<file path="src/design/spq_pkg.sv">
`timescale 1ns / 1ps
`default_nettype none
// ----------------------------------------------------------------------------
// spq_pkg - shared types and constants of the sorted priority queue
// entry layout, opcodes, status codes and sizing of the cell row
// ----------------------------------------------------------------------------
package spq_pkg;

  localparam int QUEUE_DEPTH = 16;
  localparam int CNT_W       = $clog2(QUEUE_DEPTH + 1);
  localparam int VALUE_W     = 32;
  localparam int PRIO_W      = 16;
  localparam int STATUS_W    = 2;
  localparam int COUNT_OUT_W = 5;

  localparam logic OP_ENQ = 1'b0;
  localparam logic OP_DEQ = 1'b1;

  localparam logic [STATUS_W-1:0] STAT_DONE  = 2'd0;
  localparam logic [STATUS_W-1:0] STAT_FULL  = 2'd1;
  localparam logic [STATUS_W-1:0] STAT_EMPTY = 2'd2;

  typedef struct packed {
    logic signed [VALUE_W-1:0] value;
    logic signed [PRIO_W-1:0]  prio;
  } entry_t;

  // broadcast to every cell of the row
  typedef struct packed {
    logic   enq;
    logic   deq;
    entry_t new_entry;
  } cell_ctrl_t;

endpackage
`default_nettype wire

</file>
<file path="src/design/spq_cell.sv">
`timescale 1ns / 1ps
`default_nettype none
// ----------------------------------------------------------------------------
// spq_cell - one slot of the sorted queue
// holds an entry, keeps it, takes the new entry or takes a neighbor's entry
// ----------------------------------------------------------------------------
module spq_cell
  import spq_pkg::*;
(
  input  wire logic       clk,
  input  wire cell_ctrl_t ctrl,
  input  wire logic       occupied,
  input  wire logic       left_keep,
  input  wire entry_t     left_data,
  input  wire entry_t     right_data,
  output logic            keep,
  output entry_t          data
);

  entry_t data_r;
  entry_t data_nxt;

  // an occupied slot at or above the new priority stays in place
  assign keep = occupied &&
                ($signed(data_r.prio) >= $signed(ctrl.new_entry.prio));
  assign data = data_r;

  always_comb begin
    data_nxt = data_r;
    if (ctrl.enq && !keep) begin
      data_nxt = left_keep ? ctrl.new_entry : left_data;
    end else if (ctrl.deq) begin
      data_nxt = right_data;
    end
  end

  always_ff @(posedge clk) begin
    data_r <= data_nxt;
  end

endmodule
`default_nettype wire

</file>
<file path="src/design/sorted_priority_queue.sv">
`timescale 1ns / 1ps
`default_nettype none
// ----------------------------------------------------------------------------
// sorted_priority_queue - priority queue kept sorted in a row of cells
// enqueue inserts behind all entries of greater or equal priority,
// dequeue pops the head; each request reports status, head and count
// ----------------------------------------------------------------------------
// result: the strobe comes in the cycle after the request is taken
// throughput: 1 request per cycle, busy is never raised; every cell compares
//   and shifts in parallel in the same cycle the request is taken
// reset: rst_n (synchronous) empties the queue and clears the strobe
// the receiver cannot stall, so each result is shown for exactly one cycle
// ----------------------------------------------------------------------------
module sorted_priority_queue
  import spq_pkg::*;
(
  input  wire logic                    clk,
  input  wire logic                    rst_n,
  input  wire logic                    start,
  output logic                         busy,
  input  wire logic                    in_opcode,
  input  wire logic signed [31:0]      in_entry_value,
  input  wire logic signed [15:0]      in_entry_priority,
  output logic                         out_valid,
  output logic [STATUS_W-1:0]          out_status,
  output logic signed [31:0]           out_removed_value,
  output logic signed [15:0]           out_removed_priority,
  output logic signed [31:0]           out_head_value,
  output logic signed [15:0]           out_head_priority,
  output logic [COUNT_OUT_W-1:0]       out_entry_count,
  output logic                         out_queue_empty
);

  // request handshake: every cycle can take a request
  logic accept;
  assign busy   = 1'b0;
  assign accept = start && !busy;

  // fill count, the cells themselves carry no valid bits
  logic [CNT_W-1:0] count_r;
  logic [CNT_W-1:0] count_nxt;

  logic is_full;
  logic is_empty;
  assign is_full  = (count_r == CNT_W'(QUEUE_DEPTH));
  assign is_empty = (count_r == '0);

  entry_t new_entry;
  assign new_entry.value = in_entry_value;
  assign new_entry.prio  = in_entry_priority;

  // broadcast control, only legal operations move the row
  cell_ctrl_t ctrl;
  assign ctrl.enq       = accept && (in_opcode == OP_ENQ) && !is_full;
  assign ctrl.deq       = accept && (in_opcode == OP_DEQ) && !is_empty;
  assign ctrl.new_entry = new_entry;

  // the cell row
  entry_t                 cell_data [QUEUE_DEPTH];
  logic [QUEUE_DEPTH-1:0] cell_keep;

  for (genvar i = 0; i < QUEUE_DEPTH; i++) begin : g_cell
    logic   occ;
    logic   lkeep;
    entry_t ldata;
    entry_t rdata;

    assign occ = (count_r > CNT_W'(i));

    // the head has no left neighbor: it always loads the new entry when it moves on an enqueue
    if (i == 0) begin : g_first
      assign lkeep = 1'b1;
      assign ldata = new_entry;
    end else begin : g_inner
      assign lkeep = cell_keep[i-1];
      assign ldata = cell_data[i-1];
    end

    // the tail shifts in an empty entry on a dequeue
    if (i == QUEUE_DEPTH - 1) begin : g_last
      assign rdata = '0;
    end else begin : g_body
      assign rdata = cell_data[i+1];
    end

    spq_cell u_cell (
      .clk        (clk),
      .ctrl       (ctrl),
      .occupied   (occ),
      .left_keep  (lkeep),
      .left_data  (ldata),
      .right_data (rdata),
      .keep       (cell_keep[i]),
      .data       (cell_data[i])
    );
  end

  // result of the request, formed from the row before it moves
  logic [STATUS_W-1:0] status_nxt;
  entry_t              removed_nxt;
  entry_t              head_nxt;

  always_comb begin
    count_nxt   = count_r;
    status_nxt  = STAT_DONE;
    removed_nxt = '0;
    head_nxt    = is_empty ? '0 : cell_data[0];
    if (in_opcode == OP_ENQ) begin
      if (is_full) begin
        status_nxt = STAT_FULL;
      end else begin
        count_nxt = count_r + CNT_W'(1);
        // new head unless the old head outranks or ties it
        head_nxt  = cell_keep[0] ? cell_data[0] : new_entry;
      end
    end else begin
      if (is_empty) begin
        status_nxt = STAT_EMPTY;
      end else begin
        count_nxt   = count_r - CNT_W'(1);
        removed_nxt = cell_data[0];
        head_nxt    = (count_r > CNT_W'(1)) ? cell_data[1] : '0;
      end
    end
  end

  logic [31:0] count_wide;
  assign count_wide = 32'(count_nxt);

  // control state
  logic out_valid_r;

  always_ff @(posedge clk) begin
    if (!rst_n) begin
      count_r     <= '0;
      out_valid_r <= 1'b0;
    end else begin
      out_valid_r <= accept;
      if (accept) begin
        count_r <= count_nxt;
      end
    end
  end

  // result register
  logic [STATUS_W-1:0]    status_r;
  entry_t                 removed_r;
  entry_t                 head_r;
  logic [COUNT_OUT_W-1:0] entry_count_r;
  logic                   queue_empty_r;

  always_ff @(posedge clk) begin
    if (accept) begin
      status_r      <= status_nxt;
      removed_r     <= removed_nxt;
      head_r        <= head_nxt;
      entry_count_r <= count_wide[COUNT_OUT_W-1:0];
      queue_empty_r <= (count_nxt == '0);
    end
  end

  assign out_valid            = out_valid_r;
  assign out_status           = status_r;
  assign out_removed_value    = removed_r.value;
  assign out_removed_priority = removed_r.prio;
  assign out_head_value       = head_r.value;
  assign out_head_priority    = head_r.prio;
  assign out_entry_count      = entry_count_r;
  assign out_queue_empty      = queue_empty_r;

  // checks

  // the fill count never passes the depth
  a_count_bound: assert property (@(posedge clk) disable iff (!rst_n)
    count_r <= CNT_W'(QUEUE_DEPTH))
    else $error("fill count beyond queue depth");

  // one strobe per request, in the next cycle
  a_strobe: assert property (@(posedge clk) disable iff (!rst_n)
    accept |=> out_valid)
    else $error("request without result strobe");

  // a full rejection leaves the queue full
  a_full_hold: assert property (@(posedge clk) disable iff (!rst_n)
    (out_valid && (out_status == STAT_FULL)) |-> (count_r == CNT_W'(QUEUE_DEPTH)))
    else $error("full rejection but queue not full");

  // the two front slots stay in descending priority order
  a_sorted: assert property (@(posedge clk) disable iff (!rst_n)
    (count_r >= CNT_W'(2)) |-> ($signed(cell_data[0].prio) >= $signed(cell_data[1].prio)))
    else $error("front slots out of priority order");

endmodule
`default_nettype wire
</file>
<file path="config.mk">
export PLATFORM = sky130hd
export DESIGN_NAME = sorted_priority_queue
export DESIGN_NICKNAME = d
export VERILOG_FILES = /design/src/design/spq_pkg.sv /design/src/design/spq_cell.sv /design/src/design/sorted_priority_queue.sv
export SDC_FILE = /design/constraint.sdc
export NUM_CORES = 2
export LEC_CHECK = 0
export BUFFER_PORTS_ARGS = -buffer_cell sky130_fd_sc_hd__buf_2
export CAP_MARGIN = 30
export CORE_MARGIN = 2
export CORE_UTILIZATION = 25
export CTS_BUF_LIST = sky130_fd_sc_hd__clkbuf_8
export DETAILED_ROUTE_END_ITERATION = 10
export PLACE_DENSITY = 0.44
export SLEW_MARGIN = 20
export SYNTH_ARGS = -nofsm -noshare
export SYNTH_HDL_FRONTEND = slang
export SYNTH_SLANG_ARGS = --single-unit
</file>
<file path="constraint.sdc">
create_clock -name clk -period 19.4 [get_ports clk]
set_clock_uncertainty 0.05 [all_clocks]
set_input_delay 0 -clock clk [delete_from_list [all_inputs] [get_ports clk]]
set_output_delay 0 -clock clk [all_outputs]
set_load 0.05 [all_outputs]
</file>
## Yosys cells after proc, flatten, opt, wreduce, memory -nomap -nowiden

Cells that the tools add are included.

- Register bits: 878
- Bits of input ports: 52
- Output and inout bits: 106

- Reduce and logical (&&, ||, !) cells: 72
- Equal/unequal tests: 1
- Add/subtract/negate cells: 2
- Magnitude comparators: 32
- Multiplexer cells: 59
- Bitwise operators: 1

Operators with widths:

| cell | number |
|---|---|
| $mux 48 | 53 |
| $ge 16x16->1 | 16 |
| $gt 5x4->1 const B | 8 |
| $logic_and 1x1->1 | 36 |
| $reduce_bool 2->1 | 16 |
| $gt 5x3->1 const B | 4 |
| $logic_not 1->1 | 18 |
| $mux 5 | 3 |
| $gt 5x1->1 const B | 2 |
| $gt 5x2->1 const B | 2 |
| $logic_not 5->1 | 2 |
| $add 5x1->5 const B | 1 |
| $eq 5x5->1 const B | 1 |
| $sub 5x1->5 const B | 1 |
| $mux 2 | 2 |
| $mux 1 | 1 |
| $not 1->1 | 1 |

## Longest topological paths before layout

- Depth in word-level cells: 5
- Mapped depth: 14

## Modules after synthesis

From an unflattened synthesis, not the netlist that was laid out.

- Cell total of the unflattened synthesis: 3891
- Area total of the unflattened synthesis: 54071.9 um^2

Modules (own cells, without submodules):

| module | cells an instance | times used | area an instance (um^2) |
|---|---|---|---|
| spq_cell at g_cell[0].u_cell ... | 218 | 8 | 3059.2 |
| spq_cell at g_cell[2].u_cell ... | 218 | 8 | 3049.2 |
| sorted_priority_queue | 403 | 1 | 5205.0 |

## Worst setup path before layout

OpenSTA, ideal clock, no wires.

- Path kind: input -> register
- From: in in_entry_priority[7]
- To: reg g_cell[2].u_cell.data_r, in the netlist g_cell[2].u_cell.data[0], enable pin
- Data arrival time: 5.687 ns
- Stages: 11
- Setup slack: 13.143 ns
- Setup time: 0.520 ns
- Path through: clkbuf_1 > inv_1 > ha_1 > a21oi_1 > o21ai_0 > a211oi_1 > nand3_1 > o311a_1 > buf_2 > clkbuf_1 > o21ai_0

- Word-level cells in the longest chain between the ends: 5

Ends and longest elaborated chain:

| what | RTL line | text |
|---|---|---|
| start, declared | sorted_priority_queue.sv:23 | `input wire logic signed [15:0] in_entry_priority,` |
| $ge 16x16->1 | spq_cell.sv:25 | `($signed(data_r.prio) >= $signed(ctrl.new_entry.prio));` |
| $logic_and 1x1->1 | spq_cell.sv:24 | `assign keep = occupied &&` |
| $logic_not 1->1 | spq_cell.sv:30 | `if (ctrl.enq && !keep) begin` |
| $logic_and 1x1->1 | spq_cell.sv:30 |  |
| $reduce_bool 2->1 (no source line) | -- |  |
| end signal, assigned | spq_cell.sv:38 | `data_r <= data_nxt;` |
| end, declared | spq_cell.sv:20 | `entry_t data_r;` |

Every way passes these cells.
A chain may end at the register's enable or synchronous reset.

## Worst setup path after layout

- From: reg count_r[0]
- To: reg g_cell[5].u_cell.data_r, in the netlist g_cell[5].u_cell.data[37], enable pin

- Word-level cells in the longest chain between the ends: 5
- Elaborated cells between the ends (all ways): 11

Ends and longest elaborated chain:

| what | RTL line | text |
|---|---|---|
| start, declared | sorted_priority_queue.sv:40 | `logic [CNT_W-1:0] count_r;` |
| start signal, assigned | sorted_priority_queue.sv:140 | `count_r <= count_nxt;` |
| $gt 5x3->1 / $eq 5x5->1 (equally long branches) | sorted_priority_queue.sv:68, sorted_priority_queue.sv:45 |  |
| $logic_and 1x1->1 / $logic_not 1->1 (equally long branches) | spq_cell.sv:24, sorted_priority_queue.sv:54 |  |
| $logic_not 1->1 / $logic_and 1x1->1 (equally long branches) | spq_cell.sv:30, sorted_priority_queue.sv:54 |  |
| $logic_and 1x1->1 | spq_cell.sv:30 |  |
| $reduce_bool 2->1 (no source line) * | -- |  |
| end signal, assigned | spq_cell.sv:38 |  |
| end, declared | spq_cell.sv:20 |  |

Mark *: on every way between the ends. The rest lies on a longest branch, timed or not.

==> metrics <==
non-filler cells in the finished layout=roughly 7500; vias in the first global route=between 30000 and 40000; status=completed; Post-synth EDFFs=~870; flop2flop setup slack=14.28 ns; DP Wirelength=approximately 120000 um; Tot Pwr=roughly 6.4 mW; Critical R2R Launch=count_r[0]; Worst Path Buf+Inv=4; setup ws final=about 14 ns; hold path startpoint=start; initial antenna violation count=7; critical path launch point type=flip-flop; Leak=roughly 24 nW; Synth top area share=0.503; commonest non-fill, non-tap cell in the layout=edfxtp_1; DIE HEIGHT=about 460 um; Hold Path Class=input pin to flip-flop; commonest cells after routing, fill and taps aside=872 x edfxtp_1, 667 x a21oi_1, 585 x mux2i_1, 322 x mux2_2, 260 x ha_1; worst endpoint required time=approximately 20 ns; CTS tree=built; CP max-delay cell=and2_4; final worst path period share=0.264; DRC Markers=0; DP Worst Slack=~14 ns; CTS buffer count=between 150 and 200; Worst EP arrival=5.63 ns; Async S/R FF share, synth=0; share of the yosys chip area belonging to registers=0.505; Initial DRC Count=~2800; unrepaired setup endpoints after global routing=no; Worst Path Max Fanout=between 100 and 150; fin area=between 50000 and 60000 um^2; FF-to-FF path depth=10; Internal=~4.1 mW; post-CTS setup buffer count=0; max-cap violations=0; Avg Vias per Cell=between 5 and 6; Clk pwr share=0.275; Worst path max stage delay=a little under 0.6 ns; IO Port Bufs=approximately 160; Filler Cell Count=21639; distinct cell type count after synthesis=a little under 70; Max Freq=approximately 200 MHz; die area=~210000 um^2; Worst Tran Pin Value=around 1.0 ns; root buffer selected by CTS=clkbuf_8; GP Congestion=~0.84; post-DR wirelength/cell=between 20 and 25 um; Seq. cell area=around 26000 um^2; Hold Path Sink=out_head_priority[11]; cts repair resizes=0; via count=roughly 38000; most used flip-flop cell after synthesis=edfxtp_1; Cell Area, Synth=52100 um^2; final setup violation count=0; final hold slack=between 0.09 and 0.1 ns; share of cells above drive strength 1=0.179; first-pass GRT wire length=about 260000 um; DP Area=roughly 56000 um^2; final core occ=0.287; Slew Viols, Final=0; PwrDens=~110 nW/um^2; Pre-antenna DRT Iters=6; synthesized instance count=4534; largest net degree at the start of global routing=between 100 and 150; switching pwr=around 2.3 mW; Yosys warnings=0; share of power burned in registers=0.436; core box area=207000 um^2; worst r2r dst=g_cell[5].u_cell.data[37]; Initial Util=0.252; # nets final=~4900; Setup CP Type=flip-flop to flip-flop; CTS Hold Bufs=53; Multi-input gate area=roughly 24000 um^2; WL final=about 180000 um; ANT nets after route=0; number of cells after detailed placement=a little over 7000; area leader, netlist=edfxtp_1; Clock Sinks=just under 900; boundary pin count=approximately 160; die width=roughly 460 um; H-tree depth=4; Fin. Hold Viols=0; ordered list of cells on the worst path=inv_1, ha_1, and2_1, a21oi_1, and2_4, buf_12, and2_2, buf_4, nand2b_2, buf_4; syn_area_per_cell=approximately 11 um^2; GRT Total Usage=0.165; GR Overflow Total=0; CP most frequent cell=buf_4; Crit. Startpoint=count_r[0]; VDD IR max=~0.083 mV; Fin Setup TNS=0 ns; Hold Crit Depth=2; clock latency on the worst-skew pair=between 0.9 and 1 ns; Worst-path clk slew=0.06 ns; clock buffer depth=3; Top delay family on crit path=buffers and inverters; post-layout min period=5.12 ns; FP Rows=around 170; crit path capture type=flip-flop; Comb power frac=0.288; Area Growth Syn to Fin=14.2%; Post-Syn Nets=4847; Slew Limit Headroom=0.323; ranking of synthesized cells by area=edfxtp_1 50%, mux2i_1 11%, mux2_2 7.0%; register bit total from synthesis=approximately 900; switch share=0.356
==> state kept, by name (all words and copies together) (netlist names) <==
register              count
count_r                   5
g_cell.u_cell.data      768
out_removed_priority     16
out_head_value           32
out_queue_empty           1
out_valid                 1
out_entry_count           5
out_status                2
out_head_priority        16
out_removed_value        32
==> worst max path at each step <==
| stage | end | slack (ns) | cells after the start |
|---|---|---|---|
| after detailed placement | g_cell[9].u_cell.data[34] | 14.15 | 13 |
| after floorplan | g_cell[2].u_cell.data[0] | 13.14 | 11 |
| after global routing | g_cell[5].u_cell.data[32] | 13.92 | 10 |
| after global placement | g_cell[5].u_cell.data[41] | 14.26 | 10 |
| final | g_cell[5].u_cell.data[37] | 14.28 | 10 |
| after CTS | g_cell[5].u_cell.data[32] | 14.24 | 10 |
==> power groups by stage <==
stage / clock [mW] / sequential (mW) / combinational, mW
floorplan: 0 / 2.82 / 1.20
global placement: 0 / 2.83 / 1.80
detailed placement: 0 / 2.83 / 1.83
CTS: 1.82 / 2.79 / 1.85
global route: 1.90 / 2.82 / 2.02
finish: 1.76 / 2.79 / 1.84
==> cells in the mapped netlist (19+ instances only) <==
library cell    n
nand4_1        57
a21o_1         19
ha_1          261
buf_1          20
o21ai_0       221
mux2_2        322
nand2_1       256
edfxtp_1      872
clkbuf_1      298
nor3b_1        48
a222oi_1       48
and3_1         51
a21oi_1       668
and2_1        140
o211ai_1       21
nor2b_1        71
buf_2          86
mux2i_1       585
a221o_1        49
nor2_1        190
inv_1          42
==> layout make-up <==
class | count | area share
sequential | 878 | 0.442
multi-input combinational | 3198 | 0.409
tap | 2788 | 0.0587
clock buffer | 172 | 0.0398
timing repair buffer | 305 | 0.0363
clock inverter | 124 | 0.0114
inverter | 43 | 0.00271
antenna | 8 | 0.000337
==> kinds of logic after synthesis <==
kind of cell	synth area share
AO/OA/AOI/OAI	0.125
XOR/XNOR	0.000673
adder cells (fa/ha/maj)	0.0627
buffers and inverters	0.0360
flip-flops	0.505
multiplexers	0.184
other	0.0000720
AND/OR/NAND/NOR	0.0866
==> metal layers <==
metal,track usage,share of wire,up-vias,wire length [um]
li1,-,-,17384,-
met1,0.215,0.45,19247,80100
met2,0.282,0.49,918,86900
met3,0.0275,0.046,257,8180
met4,0.0434,0.021,0,3810
met5,0,0,-,0
Note: power is estimated with default switching activity, not from simulation.
